$ cat config.mk
export PLATFORM = sky130hd
export DESIGN_NAME = tws_cmd_queue
export DESIGN_NICKNAME = d
export VERILOG_FILES = /design/src/rtl/core/tws_pkg.sv /design/src/rtl/core/tws_cmd_queue.sv
export SDC_FILE = /design/constraint.sdc
export NUM_CORES = 1
export LEC_CHECK = 0
export ABC_AREA = 0
export BUFFER_PORTS_ARGS = -buffer_cell sky130_fd_sc_hd__buf_2
export CAP_MARGIN = 20
export CORE_ASPECT_RATIO = 1.1
export CORE_UTILIZATION = 57
export DETAILED_ROUTE_END_ITERATION = 7
export PLACE_DENSITY = 0.79
export SYNTH_ARGS = -nofsm -noshare
export SYNTH_HDL_FRONTEND = slang
export SYNTH_SLANG_ARGS = --single-unit
$ cat constraint.sdc
create_clock -name clk -period 2.4 [get_ports clk]
set_input_delay 0.12 -clock clk [delete_from_list [all_inputs] [get_ports clk]]
set_output_delay 0.12 -clock clk [all_outputs]
set_load 0.01 [all_outputs]
$ cat src/rtl/core/tws_pkg.sv
// shared types, constants and helper functions of the texture wrap sampler
package tws_pkg;

    localparam int MAX_WIDTH   = 64;
    localparam int MAX_HEIGHT  = 64;
    localparam int COLOR_BITS  = 24;

    localparam int COLOR_W     = 24;
    localparam int COORD_W     = 24;
    localparam int FRAC_W      = 16;
    localparam int INDEX_W     = 12;
    localparam int SIZE_W      = 7;
    localparam int CFG_IDX_W   = 3;
    localparam int CFG_DATA_W  = 24;

    localparam int STORE_DEPTH = 4096;
    localparam int STORE_AW    = $clog2(STORE_DEPTH);

    // a size register can not exceed its 7-bit field
    localparam int W_LIMIT     = (MAX_WIDTH < 127) ? MAX_WIDTH : 127;
    localparam int H_LIMIT     = (MAX_HEIGHT < 127) ? MAX_HEIGHT : 127;
    localparam int XW          = (W_LIMIT > 1) ? $clog2(W_LIMIT) : 1;
    localparam int YW          = (H_LIMIT > 1) ? $clog2(H_LIMIT) : 1;
    localparam int ADDR_PROD_W = SIZE_W + YW + 1;

    localparam logic [COLOR_W-1:0] COLOR_MASK =
        COLOR_W'((64'd1 << COLOR_BITS) - 64'd1);

    localparam int CMD_DEPTH   = 4;
    localparam int CMD_PTR_W   = $clog2(CMD_DEPTH);
    localparam int CMD_CNT_W   = $clog2(CMD_DEPTH + 1);
    localparam int RES_DEPTH   = 4;
    localparam int RES_PTR_W   = $clog2(RES_DEPTH);
    localparam int RES_CNT_W   = $clog2(RES_DEPTH + 1);

    localparam logic FUNC_WRITE  = 1'b0;
    localparam logic FUNC_SAMPLE = 1'b1;

    typedef enum logic [1:0] {
        WRAP_REPEAT,
        WRAP_MIRROR,
        WRAP_CLAMP_EDGE,
        WRAP_CLAMP_BORDER
    } tws_wrap_t;

    typedef enum logic [CFG_IDX_W-1:0] {
        CFG_WIDTH,
        CFG_HEIGHT,
        CFG_WRAP_S,
        CFG_WRAP_T,
        CFG_BORDER
    } tws_cfg_idx_t;

    typedef struct packed {
        logic [SIZE_W-1:0] width;
        logic [SIZE_W-1:0] height;
        tws_wrap_t         wrap_s;
        tws_wrap_t         wrap_t;
    } tws_cfg_t;

    typedef struct packed {
        logic                is_write;
        logic                border;
        logic [STORE_AW-1:0] addr;
        logic [COLOR_W-1:0]  color;
    } tws_cmd_t;

    typedef struct packed {
        logic              border;
        logic [SIZE_W-1:0] pos;
    } tws_axis_t;

    function automatic logic [SIZE_W-1:0] clamp_size(
        input logic [SIZE_W-1:0] v,
        input logic [SIZE_W-1:0] maxv
    );
        logic [SIZE_W-1:0] r;
        if (v == '0)
            r = SIZE_W'(1);
        else if (v > maxv)
            r = maxv;
        else
            r = v;
        return r;
    endfunction

    // nearest texel on one axis, one 16x7 multiply
    function automatic tws_axis_t map_axis(
        input logic [COORD_W-1:0] c,
        input logic [SIZE_W-1:0]  n,
        input tws_wrap_t          mode
    );
        tws_axis_t                  r;
        logic [FRAC_W-1:0]          frac;
        logic [FRAC_W-1:0]          m;
        logic                       negative;
        logic                       odd;
        logic                       in_range;
        logic                       use_prod;
        logic [FRAC_W+SIZE_W-1:0]   prod;
        frac     = c[FRAC_W-1:0];
        negative = c[COORD_W-1];
        odd      = c[FRAC_W];
        in_range = (c[COORD_W-1:FRAC_W] == '0);
        m        = frac;
        use_prod = 1'b1;
        r.border = 1'b0;
        r.pos    = '0;
        if (!in_range) begin
            case (mode)
                WRAP_REPEAT: begin
                    m = frac;
                end
                WRAP_MIRROR: begin
                    if (odd) begin
                        if (frac == '0) begin
                            // mirrored fraction of exactly one lands on the last texel
                            use_prod = 1'b0;
                            r.pos    = n - SIZE_W'(1);
                        end else begin
                            m = FRAC_W'(17'h10000 - {1'b0, frac});
                        end
                    end
                end
                WRAP_CLAMP_EDGE: begin
                    use_prod = 1'b0;
                    r.pos    = negative ? '0 : n - SIZE_W'(1);
                end
                default: begin
                    use_prod = 1'b0;
                    r.border = 1'b1;
                end
            endcase
        end
        prod = (FRAC_W + SIZE_W)'(m) * (FRAC_W + SIZE_W)'(n);
        if (use_prod)
            r.pos = prod[FRAC_W+SIZE_W-1:FRAC_W];
        return r;
    endfunction

endpackage

$ cat src/rtl/core/tws_cmd_queue.sv
// short command queue between front end and back end
module tws_cmd_queue
    import tws_pkg::*;
(
    input  logic     clk,
    input  logic     rst_n,
    input  logic     push_valid,
    output logic     push_ready,
    input  tws_cmd_t push_cmd,
    output logic     pop_valid,
    input  logic     pop_ready,
    output tws_cmd_t pop_cmd
);

    tws_cmd_t               entry_reg [CMD_DEPTH];
    logic [CMD_PTR_W-1:0]   wr_ptr_reg, wr_ptr_next;
    logic [CMD_PTR_W-1:0]   rd_ptr_reg, rd_ptr_next;
    logic [CMD_CNT_W-1:0]   count_reg, count_next;
    logic                   do_push;
    logic                   do_pop;

    assign push_ready = (count_reg != CMD_CNT_W'(CMD_DEPTH));
    assign pop_valid  = (count_reg != '0);
    assign pop_cmd    = entry_reg[rd_ptr_reg];
    assign do_push    = push_valid && push_ready;
    assign do_pop     = pop_valid && pop_ready;

    always_comb
    begin
        wr_ptr_next = do_push ? wr_ptr_reg + CMD_PTR_W'(1) : wr_ptr_reg;
        rd_ptr_next = do_pop ? rd_ptr_reg + CMD_PTR_W'(1) : rd_ptr_reg;
        count_next  = count_reg + CMD_CNT_W'(do_push) - CMD_CNT_W'(do_pop);
    end

    always_ff @(posedge clk or negedge rst_n)
    begin
        if (!rst_n)
        begin
            wr_ptr_reg <= '0;
            rd_ptr_reg <= '0;
            count_reg  <= '0;
        end
        else
        begin
            wr_ptr_reg <= wr_ptr_next;
            rd_ptr_reg <= rd_ptr_next;
            count_reg  <= count_next;
        end
    end

    always_ff @(posedge clk)
    begin
        if (do_push)
            entry_reg[wr_ptr_reg] <= push_cmd;
    end

    a_count_bound: assert property (@(posedge clk) disable iff (!rst_n)
        count_reg <= CMD_CNT_W'(CMD_DEPTH))
        else $error("command queue count out of range");

    a_count_grows: assert property (@(posedge clk) disable iff (!rst_n)
        (do_push && !do_pop) |=> (count_reg == $past(count_reg) + CMD_CNT_W'(1)))
        else $error("command queue lost a push");

endmodule

==> metrics.md <==
| Metric | Value |
|---|---|
| Status | complete, no violations |
| Row cnt | 38 |
| Final setup margin | 0.0935 ns |
| Vias | 2,966 |
| CP max FO | 33 |
| Max reg flops | 152 |
| Delay-heaviest family, CP | multiplexers |
| Post-DRT Antenna Nets | 0 |
| Vias in the first global route | 3,111 |
| Hold/Removal Path Class | input port to flop |
| Worst-skew pair later-pin latency | 0.53 ns |
| Max-cap violations | 0 |
| Slew headroom | 61.2% |
| Worst setup EP type | output pin |
| Critical path class | flop to output pin |
| Min Tclk post-route | 2.31 ns |
| CTS Buf Count | 17 |
| Residual DRC count | 0 |
| P per Cell Area | 1230 nW/um^2 |
| Area Growth Syn to Fin | 27.2% |
| Core area | 10,000 sq um |
| Ant diodes | 0 |
| Clk_skew | 0.00792 ns |
| Number of synthesized register bits | 159 |
| Die area | 10,900 sq um |
| Most frequent cells in the layout | edfxtp_1 (152), buf_2 (81), dlygate4sd3_1 (42) |
| IO buf count | 81 |
| CP bufs+invs | 2 |
| Synth Net Count | 289 |
| RSZ-0062 raised after global routing | false |
| CTS tree | built |
| Initial detailed-routing violation count | 182 |
| DP HPWL | 6050 microns |
| Cells after synthesis | 240 |
| Total chip power | 9.40 mW |
| First-pass GRT wire length | 17,300 microns |
| Worst r2r path cells | 8 |
| Fin. Hold Viols | 0 |
| Io pins | 82 |
| DRT Pass-1 Iters | 4 |
| Max Buffers Root-to-Sink | 2 |
| Place WS | 0.0941 ns |
| Maximum clock rate | 434 MHz |
| FF+latch area | 4740 sq um |
| Tot GR Track Use | 23.6% |
| Starting Density | 59.8% |
| Register area share after synthesis | 79.0% |
| Worst EP arrival | 2.19 ns |
| Sequence of cells on the critical path | buf_12, mux4_2, buf_2 |
| Crit path depth | 3 |
| Yosys synthesis warning count | 0 |
| GR Overflow Total | 0 |
| Nets | 431 |
| Clk slew on worst S/H paths | 0.06 ns |
| Clk root buf | clkbuf_8 |
| Startpoint Class | flop |
| Final Core Density | 76.1% |
| Hold path cells | 2 |
| Syn avg cell area | 25.0 sq um |
| Distinct cells, synth | 21 |
| VDD IR-drop max | 0.760 mV |
| CP Data Required Time | 2.28 ns |
| Worst slew pin tran | 0.582 ns |
| Slew Viols, Final | 0 |
| WL final | 11,800 microns |
| Final period util | 96.1% |
| Area of the multi-input gates | 1130 sq um |
| Die Height | 110 microns |
| Clk sinks | 159 |
| Largest net degree at the start of global routing | 34 |
| Layout cells sized above 1 | 41.0% |
| Initial antenna violation count | 0 |
| P_leak | 2.70 nW |
| Die extent in x | 99.8 microns |
| Final Wtd Congestion | 0.747 |
| Drt wl/cell | 22.1 microns |
| Mapped Area | 6000 sq um |
| Setup TNS | 0 ns |
| Crit-path max cell delay | 0.59 ns |
| Most common cell after layout, fill and taps aside | edfxtp_1 |
| Crit path max-delay cell type | mux4_2 |
| Via-per-instance ratio | 5.54 |
| Final setup violation count | 0 |
| FILL cells | 547 |
| H-tree depth | 4 |
==> worst reg2reg max path: stages (launching register included) <==
cell and delay (ns):
dfrtp_1 0.49, o31a_1 0.38, ha_1 0.29, inv_1 0.06
ha_1 0.13, inv_1 0.04, fa_1 0.37, xnor2_1 0.18
xnor2_1 0.16
==> cells by family (layout without fill, tap and decap cells) <==
| group | count (synthesis) | in the layout | synth area share [%] |
|---|---|---|---|
| muxes | 38 | 38 | 14.3 |
| and+or+nand+nor | 13 | 13 | 1.75 |
| adders and majority gates | 7 | 7 | 1.58 |
| xor gates and xnor gates | 4 | 4 | 0.584 |
| buffers and inverters | 15 | 170 | 2.27 |
| AOI/OAI and AO/OA | 4 | 4 | 0.542 |
| DFF | 159 | 159 | 79.0 |
==> metrics by stage <==
step	hold WS, ns	cells	cell area (sq um)
global route	0.323	535	7630
detailed placement	-0.0352	460	6580
floorplan	-0.176	240	6000
finish	0.337	535	7630
global placement	-0.0367	460	6580
CTS	0.308	534	7620
==> worst paths after layout <==
check	slack (ns)	end	from
max	0.09	pop_cmd[31]	rd_ptr_reg[0]
min	0.34	entry_reg[0][33]	push_cmd[33]
max in group asynchronous	1.57	rd_ptr_reg[0]	rst_n
max reg2reg	0.21	count_reg[2]	count_reg[1]
min in group asynchronous	0.55	wr_ptr_reg[1]	rst_n
min reg2reg	0.62	wr_ptr_reg[1]	wr_ptr_reg[1]
==> timing repair <==
| item | 4_1_cts | 5_1_grt |
|---|---|---|
| endpoints found under the setup margin | 0 | 1 |
| setup buffers | 0 | 1 |
| hold buffers | 42 | 0 |
| gates resized for setup | 0 | 1 |
| endpoints found under the hold margin | 163 | 0 |
==> power by group <==
part	leakage, nW	internal (mW)	switching (mW)
Combinational	0.937	1.31	1.32
Sequential	1.47	3.67	0.324
Clock	0.295	1.77	1.01
Total	2.70	6.75	2.65
==> cell type report <==
cell class,count,share of cell area (%)
tap,140,2.30
sequential,159,62.1
clock buffer,17,5.43
multi-input combinational,66,14.9
timing repair buffer,132,12.4
inverter,6,0.295
clock inverter,15,2.61
==> Yosys cell counts <==
cell / count / share of area [%]
edfxtp_1: 152 / 76
mux4_2: 38 / 14
dfrtp_1: 7 / 2.9
ha_1: 6 / 1.3
inv_1: 6 / 0.38
and3b_1: 4 / 0.58
buf_12: 4 / 1.3
nand2b_1: 4 / 0.42
buf_2: 3 / 0.25
xnor2_1: 3 / 0.44
nand4bb_1: 2 / 0.38
o211ai_1: 2 / 0.25
buf_4: 1 / 0.13
buf_6: 1 / 0.19
fa_1: 1 / 0.33
nand2_1: 1 / 0.063
nor3b_2: 1 / 0.21
o311ai_0: 1 / 0.15
o31a_1: 1 / 0.15
or3_1: 1 / 0.10
xor2_1: 1 / 0.15
==> metal layers <==
layer	up-vias	GRT usage, %	part of all wire, %
li1	1302	-	-
met1	1530	26.6	38
met3	17	6.87	4.9
met4	0	11.3	2.1
met5	-	0	0
met2	117	41.4	55
Note: power is estimated with default switching activity, not from simulation.
