===== src/rtl/core/tws_pkg.sv =====
// shared types, constants and helper functions of the texture wrap sampler
package tws_pkg;

    localparam int MAX_WIDTH   = 64;
    localparam int MAX_HEIGHT  = 64;
    localparam int COLOR_BITS  = 24;

    localparam int COLOR_W     = 24;
    localparam int COORD_W     = 24;
    localparam int FRAC_W      = 16;
    localparam int INDEX_W     = 12;
    localparam int SIZE_W      = 7;
    localparam int CFG_IDX_W   = 3;
    localparam int CFG_DATA_W  = 24;

    localparam int STORE_DEPTH = 4096;
    localparam int STORE_AW    = $clog2(STORE_DEPTH);

    // a size register can not exceed its 7-bit field
    localparam int W_LIMIT     = (MAX_WIDTH < 127) ? MAX_WIDTH : 127;
    localparam int H_LIMIT     = (MAX_HEIGHT < 127) ? MAX_HEIGHT : 127;
    localparam int XW          = (W_LIMIT > 1) ? $clog2(W_LIMIT) : 1;
    localparam int YW          = (H_LIMIT > 1) ? $clog2(H_LIMIT) : 1;
    localparam int ADDR_PROD_W = SIZE_W + YW + 1;

    localparam logic [COLOR_W-1:0] COLOR_MASK =
        COLOR_W'((64'd1 << COLOR_BITS) - 64'd1);

    localparam int CMD_DEPTH   = 4;
    localparam int CMD_PTR_W   = $clog2(CMD_DEPTH);
    localparam int CMD_CNT_W   = $clog2(CMD_DEPTH + 1);
    localparam int RES_DEPTH   = 4;
    localparam int RES_PTR_W   = $clog2(RES_DEPTH);
    localparam int RES_CNT_W   = $clog2(RES_DEPTH + 1);

    localparam logic FUNC_WRITE  = 1'b0;
    localparam logic FUNC_SAMPLE = 1'b1;

    typedef enum logic [1:0] {
        WRAP_REPEAT,
        WRAP_MIRROR,
        WRAP_CLAMP_EDGE,
        WRAP_CLAMP_BORDER
    } tws_wrap_t;

    typedef enum logic [CFG_IDX_W-1:0] {
        CFG_WIDTH,
        CFG_HEIGHT,
        CFG_WRAP_S,
        CFG_WRAP_T,
        CFG_BORDER
    } tws_cfg_idx_t;

    typedef struct packed {
        logic [SIZE_W-1:0] width;
        logic [SIZE_W-1:0] height;
        tws_wrap_t         wrap_s;
        tws_wrap_t         wrap_t;
    } tws_cfg_t;

    typedef struct packed {
        logic                is_write;
        logic                border;
        logic [STORE_AW-1:0] addr;
        logic [COLOR_W-1:0]  color;
    } tws_cmd_t;

    typedef struct packed {
        logic              border;
        logic [SIZE_W-1:0] pos;
    } tws_axis_t;

    function automatic logic [SIZE_W-1:0] clamp_size(
        input logic [SIZE_W-1:0] v,
        input logic [SIZE_W-1:0] maxv
    );
        logic [SIZE_W-1:0] r;
        if (v == '0)
            r = SIZE_W'(1);
        else if (v > maxv)
            r = maxv;
        else
            r = v;
        return r;
    endfunction

    // nearest texel on one axis, one 16x7 multiply
    function automatic tws_axis_t map_axis(
        input logic [COORD_W-1:0] c,
        input logic [SIZE_W-1:0]  n,
        input tws_wrap_t          mode
    );
        tws_axis_t                  r;
        logic [FRAC_W-1:0]          frac;
        logic [FRAC_W-1:0]          m;
        logic                       negative;
        logic                       odd;
        logic                       in_range;
        logic                       use_prod;
        logic [FRAC_W+SIZE_W-1:0]   prod;
        frac     = c[FRAC_W-1:0];
        negative = c[COORD_W-1];
        odd      = c[FRAC_W];
        in_range = (c[COORD_W-1:FRAC_W] == '0);
        m        = frac;
        use_prod = 1'b1;
        r.border = 1'b0;
        r.pos    = '0;
        if (!in_range) begin
            case (mode)
                WRAP_REPEAT: begin
                    m = frac;
                end
                WRAP_MIRROR: begin
                    if (odd) begin
                        if (frac == '0) begin
                            // mirrored fraction of exactly one lands on the last texel
                            use_prod = 1'b0;
                            r.pos    = n - SIZE_W'(1);
                        end else begin
                            m = FRAC_W'(17'h10000 - {1'b0, frac});
                        end
                    end
                end
                WRAP_CLAMP_EDGE: begin
                    use_prod = 1'b0;
                    r.pos    = negative ? '0 : n - SIZE_W'(1);
                end
                default: begin
                    use_prod = 1'b0;
                    r.border = 1'b1;
                end
            endcase
        end
        prod = (FRAC_W + SIZE_W)'(m) * (FRAC_W + SIZE_W)'(n);
        if (use_prod)
            r.pos = prod[FRAC_W+SIZE_W-1:FRAC_W];
        return r;
    endfunction

endpackage


===== src/rtl/core/tws_front.sv =====
// front end: accepts items, maps coordinates and forms texel addresses
module tws_front
    import tws_pkg::*;
(
    input  logic                clk,
    input  logic                rst_n,
    input  tws_cfg_t            cfg,
    input  logic                push,
    output logic                full,
    input  logic                func,
    input  logic [INDEX_W-1:0]  texel_index,
    input  logic [COLOR_W-1:0]  texel_color,
    input  logic signed [COORD_W-1:0] coord_s,
    input  logic signed [COORD_W-1:0] coord_t,
    output logic                cmd_valid,
    output tws_cmd_t            cmd,
    input  logic                cmd_ready
);

    logic                f1_valid_reg, f1_valid_next;
    logic                f1_func_reg;
    logic [INDEX_W-1:0]  f1_index_reg;
    logic [COLOR_W-1:0]  f1_color_reg;
    logic [XW-1:0]       f1_x_reg;
    logic [YW-1:0]       f1_y_reg;
    logic                f1_border_reg;

    logic                accept;
    logic [SIZE_W-1:0]   w_eff;
    logic [SIZE_W-1:0]   h_eff;
    tws_axis_t           ax_s;
    tws_axis_t           ax_t;
    logic [ADDR_PROD_W-1:0] addr_prod;

    assign w_eff  = clamp_size(cfg.width, SIZE_W'(W_LIMIT));
    assign h_eff  = clamp_size(cfg.height, SIZE_W'(H_LIMIT));
    assign ax_s   = map_axis($unsigned(coord_s), w_eff, cfg.wrap_s);
    assign ax_t   = map_axis($unsigned(coord_t), h_eff, cfg.wrap_t);

    assign full   = f1_valid_reg && !cmd_ready;
    assign accept = push && !full;

    always_comb
    begin
        f1_valid_next = accept || (f1_valid_reg && !cmd_ready);
    end

    always_ff @(posedge clk or negedge rst_n)
    begin
        if (!rst_n)
            f1_valid_reg <= 1'b0;
        else
            f1_valid_reg <= f1_valid_next;
    end

    always_ff @(posedge clk)
    begin
        if (accept)
        begin
            f1_func_reg   <= func;
            f1_index_reg  <= texel_index;
            f1_color_reg  <= texel_color & COLOR_MASK;
            f1_x_reg      <= XW'(ax_s.pos);
            f1_y_reg      <= YW'(ax_t.pos);
            f1_border_reg <= ax_s.border || ax_t.border;
        end
    end

    // linear address width*y+x, wraps modulo the store depth
    assign addr_prod = ADDR_PROD_W'(w_eff) * ADDR_PROD_W'(f1_y_reg) + ADDR_PROD_W'(f1_x_reg);

    always_comb
    begin
        cmd_valid    = f1_valid_reg;
        cmd.is_write = (f1_func_reg == FUNC_WRITE);
        cmd.border   = f1_border_reg;
        cmd.color    = f1_color_reg;
        if (f1_func_reg == FUNC_WRITE)
            cmd.addr = STORE_AW'(f1_index_reg);
        else
            cmd.addr = STORE_AW'(addr_prod);
    end

endmodule


===== config.mk =====
export PLATFORM = sky130hd
export DESIGN_NAME = tws_front
export DESIGN_NICKNAME = d
export VERILOG_FILES = /design/src/rtl/core/tws_pkg.sv /design/src/rtl/core/tws_front.sv
export SDC_FILE = /design/constraint.sdc
export NUM_CORES = 1
export LEC_CHECK = 0
export ABC_AREA = 0
export ABC_CLOCK_PERIOD_IN_PS = 4100
export BUFFER_PORTS_ARGS = -buffer_cell sky130_fd_sc_hd__buf_2
export CORE_MARGIN = 5
export CORE_UTILIZATION = 55
export DETAILED_ROUTE_END_ITERATION = 7
export GPL_TIMING_DRIVEN = 0
export PLACE_DENSITY_LB_ADDON = 0.12
export SLEW_MARGIN = 5
export SYNTH_ARGS = -nofsm -noshare
export SYNTH_HDL_FRONTEND = slang
export SYNTH_SLANG_ARGS = --single-unit

===== constraint.sdc =====
create_clock -name clk -period 4.1 [get_ports clk]
set_input_delay 0.205 -clock clk [delete_from_list [all_inputs] [get_ports clk]]
set_output_delay 0.205 -clock clk [all_outputs]
set_load 0.005 [all_outputs]

==> impl_metrics.env <==
export IMPL_status="finished with violations"
export IMPL_violations="setup timing"
export IMPL_nFillCells=1391
export IMPL_portBuffers=145
export IMPL_ant_nets=0
export IMPL_met1_usage=0.3088
export IMPL_largest_register_ffs=24
export IMPL_drtIter0Drc=416
export IMPL_fin_crit_sh=1.414
export IMPL_grt_overflow_total=0
export IMPL_fin_util=0.7266
export IMPL_grtUsageMet2=0.4508
export IMPL_synthesis_nets=1542
export IMPL_rsz0062_at_grt="true"
export IMPL_syn_area_um2=10560
export IMPL_yosysUniqueCellTypes=68
export IMPL_vias=8977
export IMPL_htree_levels=2
export IMPL_power_density_nw_per_um2=308.9
export IMPL_required_ns=4.12
export IMPL_vias_per_cell=5.457
export IMPL_core_area_um2=18830
export IMPL_synthArstFlopShare=0.01961
export IMPL_drive_gt1_frac=0.3076
export IMPL_setup_viol=19
export IMPL_synth_seq_area_share=0.1446
export IMPL_finalCriticalPeriod_ns=5.797
export IMPL_top_usage_layer="met2"
export IMPL_root_buffer="clkbuf_16"
export IMPL_syn_mean_instance_area_um2=9.085
export IMPL_stdcell_area_um2=13680
export IMPL_clkTransAtPathRegs_ns=0.08
export IMPL_ir_worst_vdd_uv=275.4
export IMPL_final_cell_mix="inv_1 (163), fa_1 (154), nor2_1 (152)"
export IMPL_path_class="in -> reg"
export IMPL_ys_flop_type="edfxtp_1"
export IMPL_grt_max_degree=28
export IMPL_p_leak_uw=0.006455
export IMPL_maxSlewHeadroom=0.3607
export IMPL_die_h_um=148.5
export IMPL_wl_um=28280
export IMPL_ios=147
export IMPL_use_met3=0.03839
export IMPL_grt_util_all_layers=0.2494
export IMPL_rows=50
export IMPL_finalHoldViolations=0
export IMPL_timing_rr_start="cmd_valid"
export IMPL_hpwl_um=21790
export IMPL_place_congestion=0.9148
export IMPL_crit_path_max_fanout=4
export IMPL_synth_cells=1162
export IMPL_fp_dieW_um=148.5
export IMPL_layout_commonest_cell="inv_1"
export IMPL_grt_pass1_vias=9331
export IMPL_synth_seq_cells=51
export IMPL_clkSinkCount=51
export IMPL_grt_first_pass_wirelength_um=44890
export IMPL_drc=0
export IMPL_nets=1764
export IMPL_n_antenna_cell=0
export IMPL_placed_cell_area_um2=12090
export IMPL_wl_per_cell_um=17.19
export IMPL_min_delay_path_class="in -> reg"
export IMPL_cts_buffers=5
export IMPL_tightestPinTransition_ns=0.9521
export IMPL_areaGrowthSynthToFinish_pct=29.61
export IMPL_slew_viol_final=0
export IMPL_min_from="texel_index[9]"
export IMPL_initial_utilization=0.5606
export IMPL_clock_path_buffers=2
export IMPL_yosysWarnings=0
export IMPL_worstPathArrival_ns=5.82
export IMPL_drt_first_pass_iters=5
export IMPL_antenna_found_initial=0
export IMPL_drv_cap=0
export IMPL_cts_tree="yes"
export IMPL_clk_latency_ns=0.30
export IMPL_synth_edf_count=50
export IMPL_dieArea_um2=22060
export IMPL_endpoint_kind="flop"
export IMPL_timing_hold_ws_ns=0.07624
export IMPL_cp_start_kind="input pin"
export IMPL_finalClockSkew_ns=0.009455
export IMPL_critical_path_startpoint="coord_s[0]"
export IMPL_timing_fmax_ghz=0.1725
export IMPL_setup_ws_ns=-1.697
cell usage after synthesis, types with 4 or more instances:
library cell / n / area share
inv_1: 185 / 0.066
nor2_1: 176 / 0.063
fa_1: 157 / 0.30
ha_1: 116 / 0.14
nand2_1: 69 / 0.025
edfxtp_1: 50 / 0.14
nand2b_1: 47 / 0.028
xnor2_1: 34 / 0.028
clkbuf_1: 25 / 0.0089
nor2b_1: 24 / 0.014
o21ai_0: 23 / 0.011
a21oi_1: 22 / 0.010
and2_1: 21 / 0.012
nor3_1: 17 / 0.0081
xor2_1: 17 / 0.014
a211oi_1: 13 / 0.0092
or3_1: 11 / 0.0065
a21o_1: 10 / 0.0071
mux2_2: 10 / 0.011
o21a_1: 9 / 0.0064
o22ai_1: 9 / 0.0053
o31ai_1: 9 / 0.0064
or4_1: 9 / 0.0064
nand3_1: 8 / 0.0038
o211ai_1: 8 / 0.0057
a31oi_1: 7 / 0.0041
nor4_1: 7 / 0.0041
or2_2: 6 / 0.0036
buf_2: 5 / 0.0024
nor3b_1: 4 / 0.0028
o21bai_1: 4 / 0.0028
cell families after synthesis:
group,count (synthesis),synth area share
XOR/XNOR,53,0.04540
flip-flops,51,0.1446
multiplexers,12,0.01256
adder cells (fa/ha/maj),273,0.4352
AO/OA/AOI/OAI,142,0.09458
buffers and inverters,217,0.07811
AND/OR/NAND/NOR,414,0.1895
critical path: stages:
cell      delay [ns]
buf_12          0.12
inv_16          0.04
ha_4            0.13
or4b_4          0.48
or4_4           0.53
o21ai_4         0.19
buf_4           0.15
nor3_1          0.05
a21oi_2         0.22
nor2_1          0.09
fa_1            0.51
fa_1            0.52
fa_1            0.50
inv_1           0.05
fa_1            0.47
inv_1           0.04
ha_1            0.19
nor3_2          0.19
o21ai_2         0.09
a41o_1          0.27
or3_4           0.34
o211ai_1        0.20
and3_1          0.18
o31ai_1         0.06
what timing repair did:
action | CTS | global route
setup buffers | 46 | 30
setup endpoints to repair | 19 | 19
pin swaps | 94 | 82
hold endpoints to repair | 1 | 0
hold buffers | 1 | 0
gates resized for setup | 102 | 88
stage by stage:
step | power, uW | setup TNS (ns) | instances | setup WS [ns]
2_1_floorplan | 2480 | -15.65 | 1162 | -1.639
3_3_place_gp | 3025 | -27.89 | 1567 | -2.388
3_5_place_dp | 3084 | -28.56 | 1568 | -2.413
4_1_cts | 3915 | -18.46 | 1620 | -1.668
5_1_grt | 4621 | -22.94 | 1645 | -1.913
6_report | 4226 | -19.23 | 1645 | -1.697
worst paths after layout:
path,cells past startpoint,to,slack (ns)
max,24,f1_x_reg[5],-1.70
min,1,f1_index_reg[9],0.08
max reg2reg,3,f1_x_reg[1],2.42
min reg2reg,2,cmd_valid,0.53
max in group asynchronous,2,cmd_valid,3.80
min in group asynchronous,2,cmd_valid,0.22
area by class of cell:
type,instances,area [um2],share of cell area
Multi-Input combinational cell,894,9328,0.6818
Sequential cell,51,1526,0.1116
Timing Repair Buffer,217,1448,0.1058
Inverter,186,752.0,0.05496
Tap cell,260,325.3,0.02378
Buffer,29,150.1,0.01097
Clock buffer,5,125.1,0.009145
Clock inverter,3,27.53,0.002012
power by group:
| group | switching (uW) | internal [uW] |
|---|---|---|
| Clock | 206 | 232 |
| Combinational | 1650 | 1480 |
| Sequential | 23.4 | 632 |
metal layers:
layer,vias up,wire (um)
met5,-,0
met4,0,932
met3,56,1316
met2,253,14850
met1,4435,11170
li1,4233,-
Power figures use the tool's default switching activity.
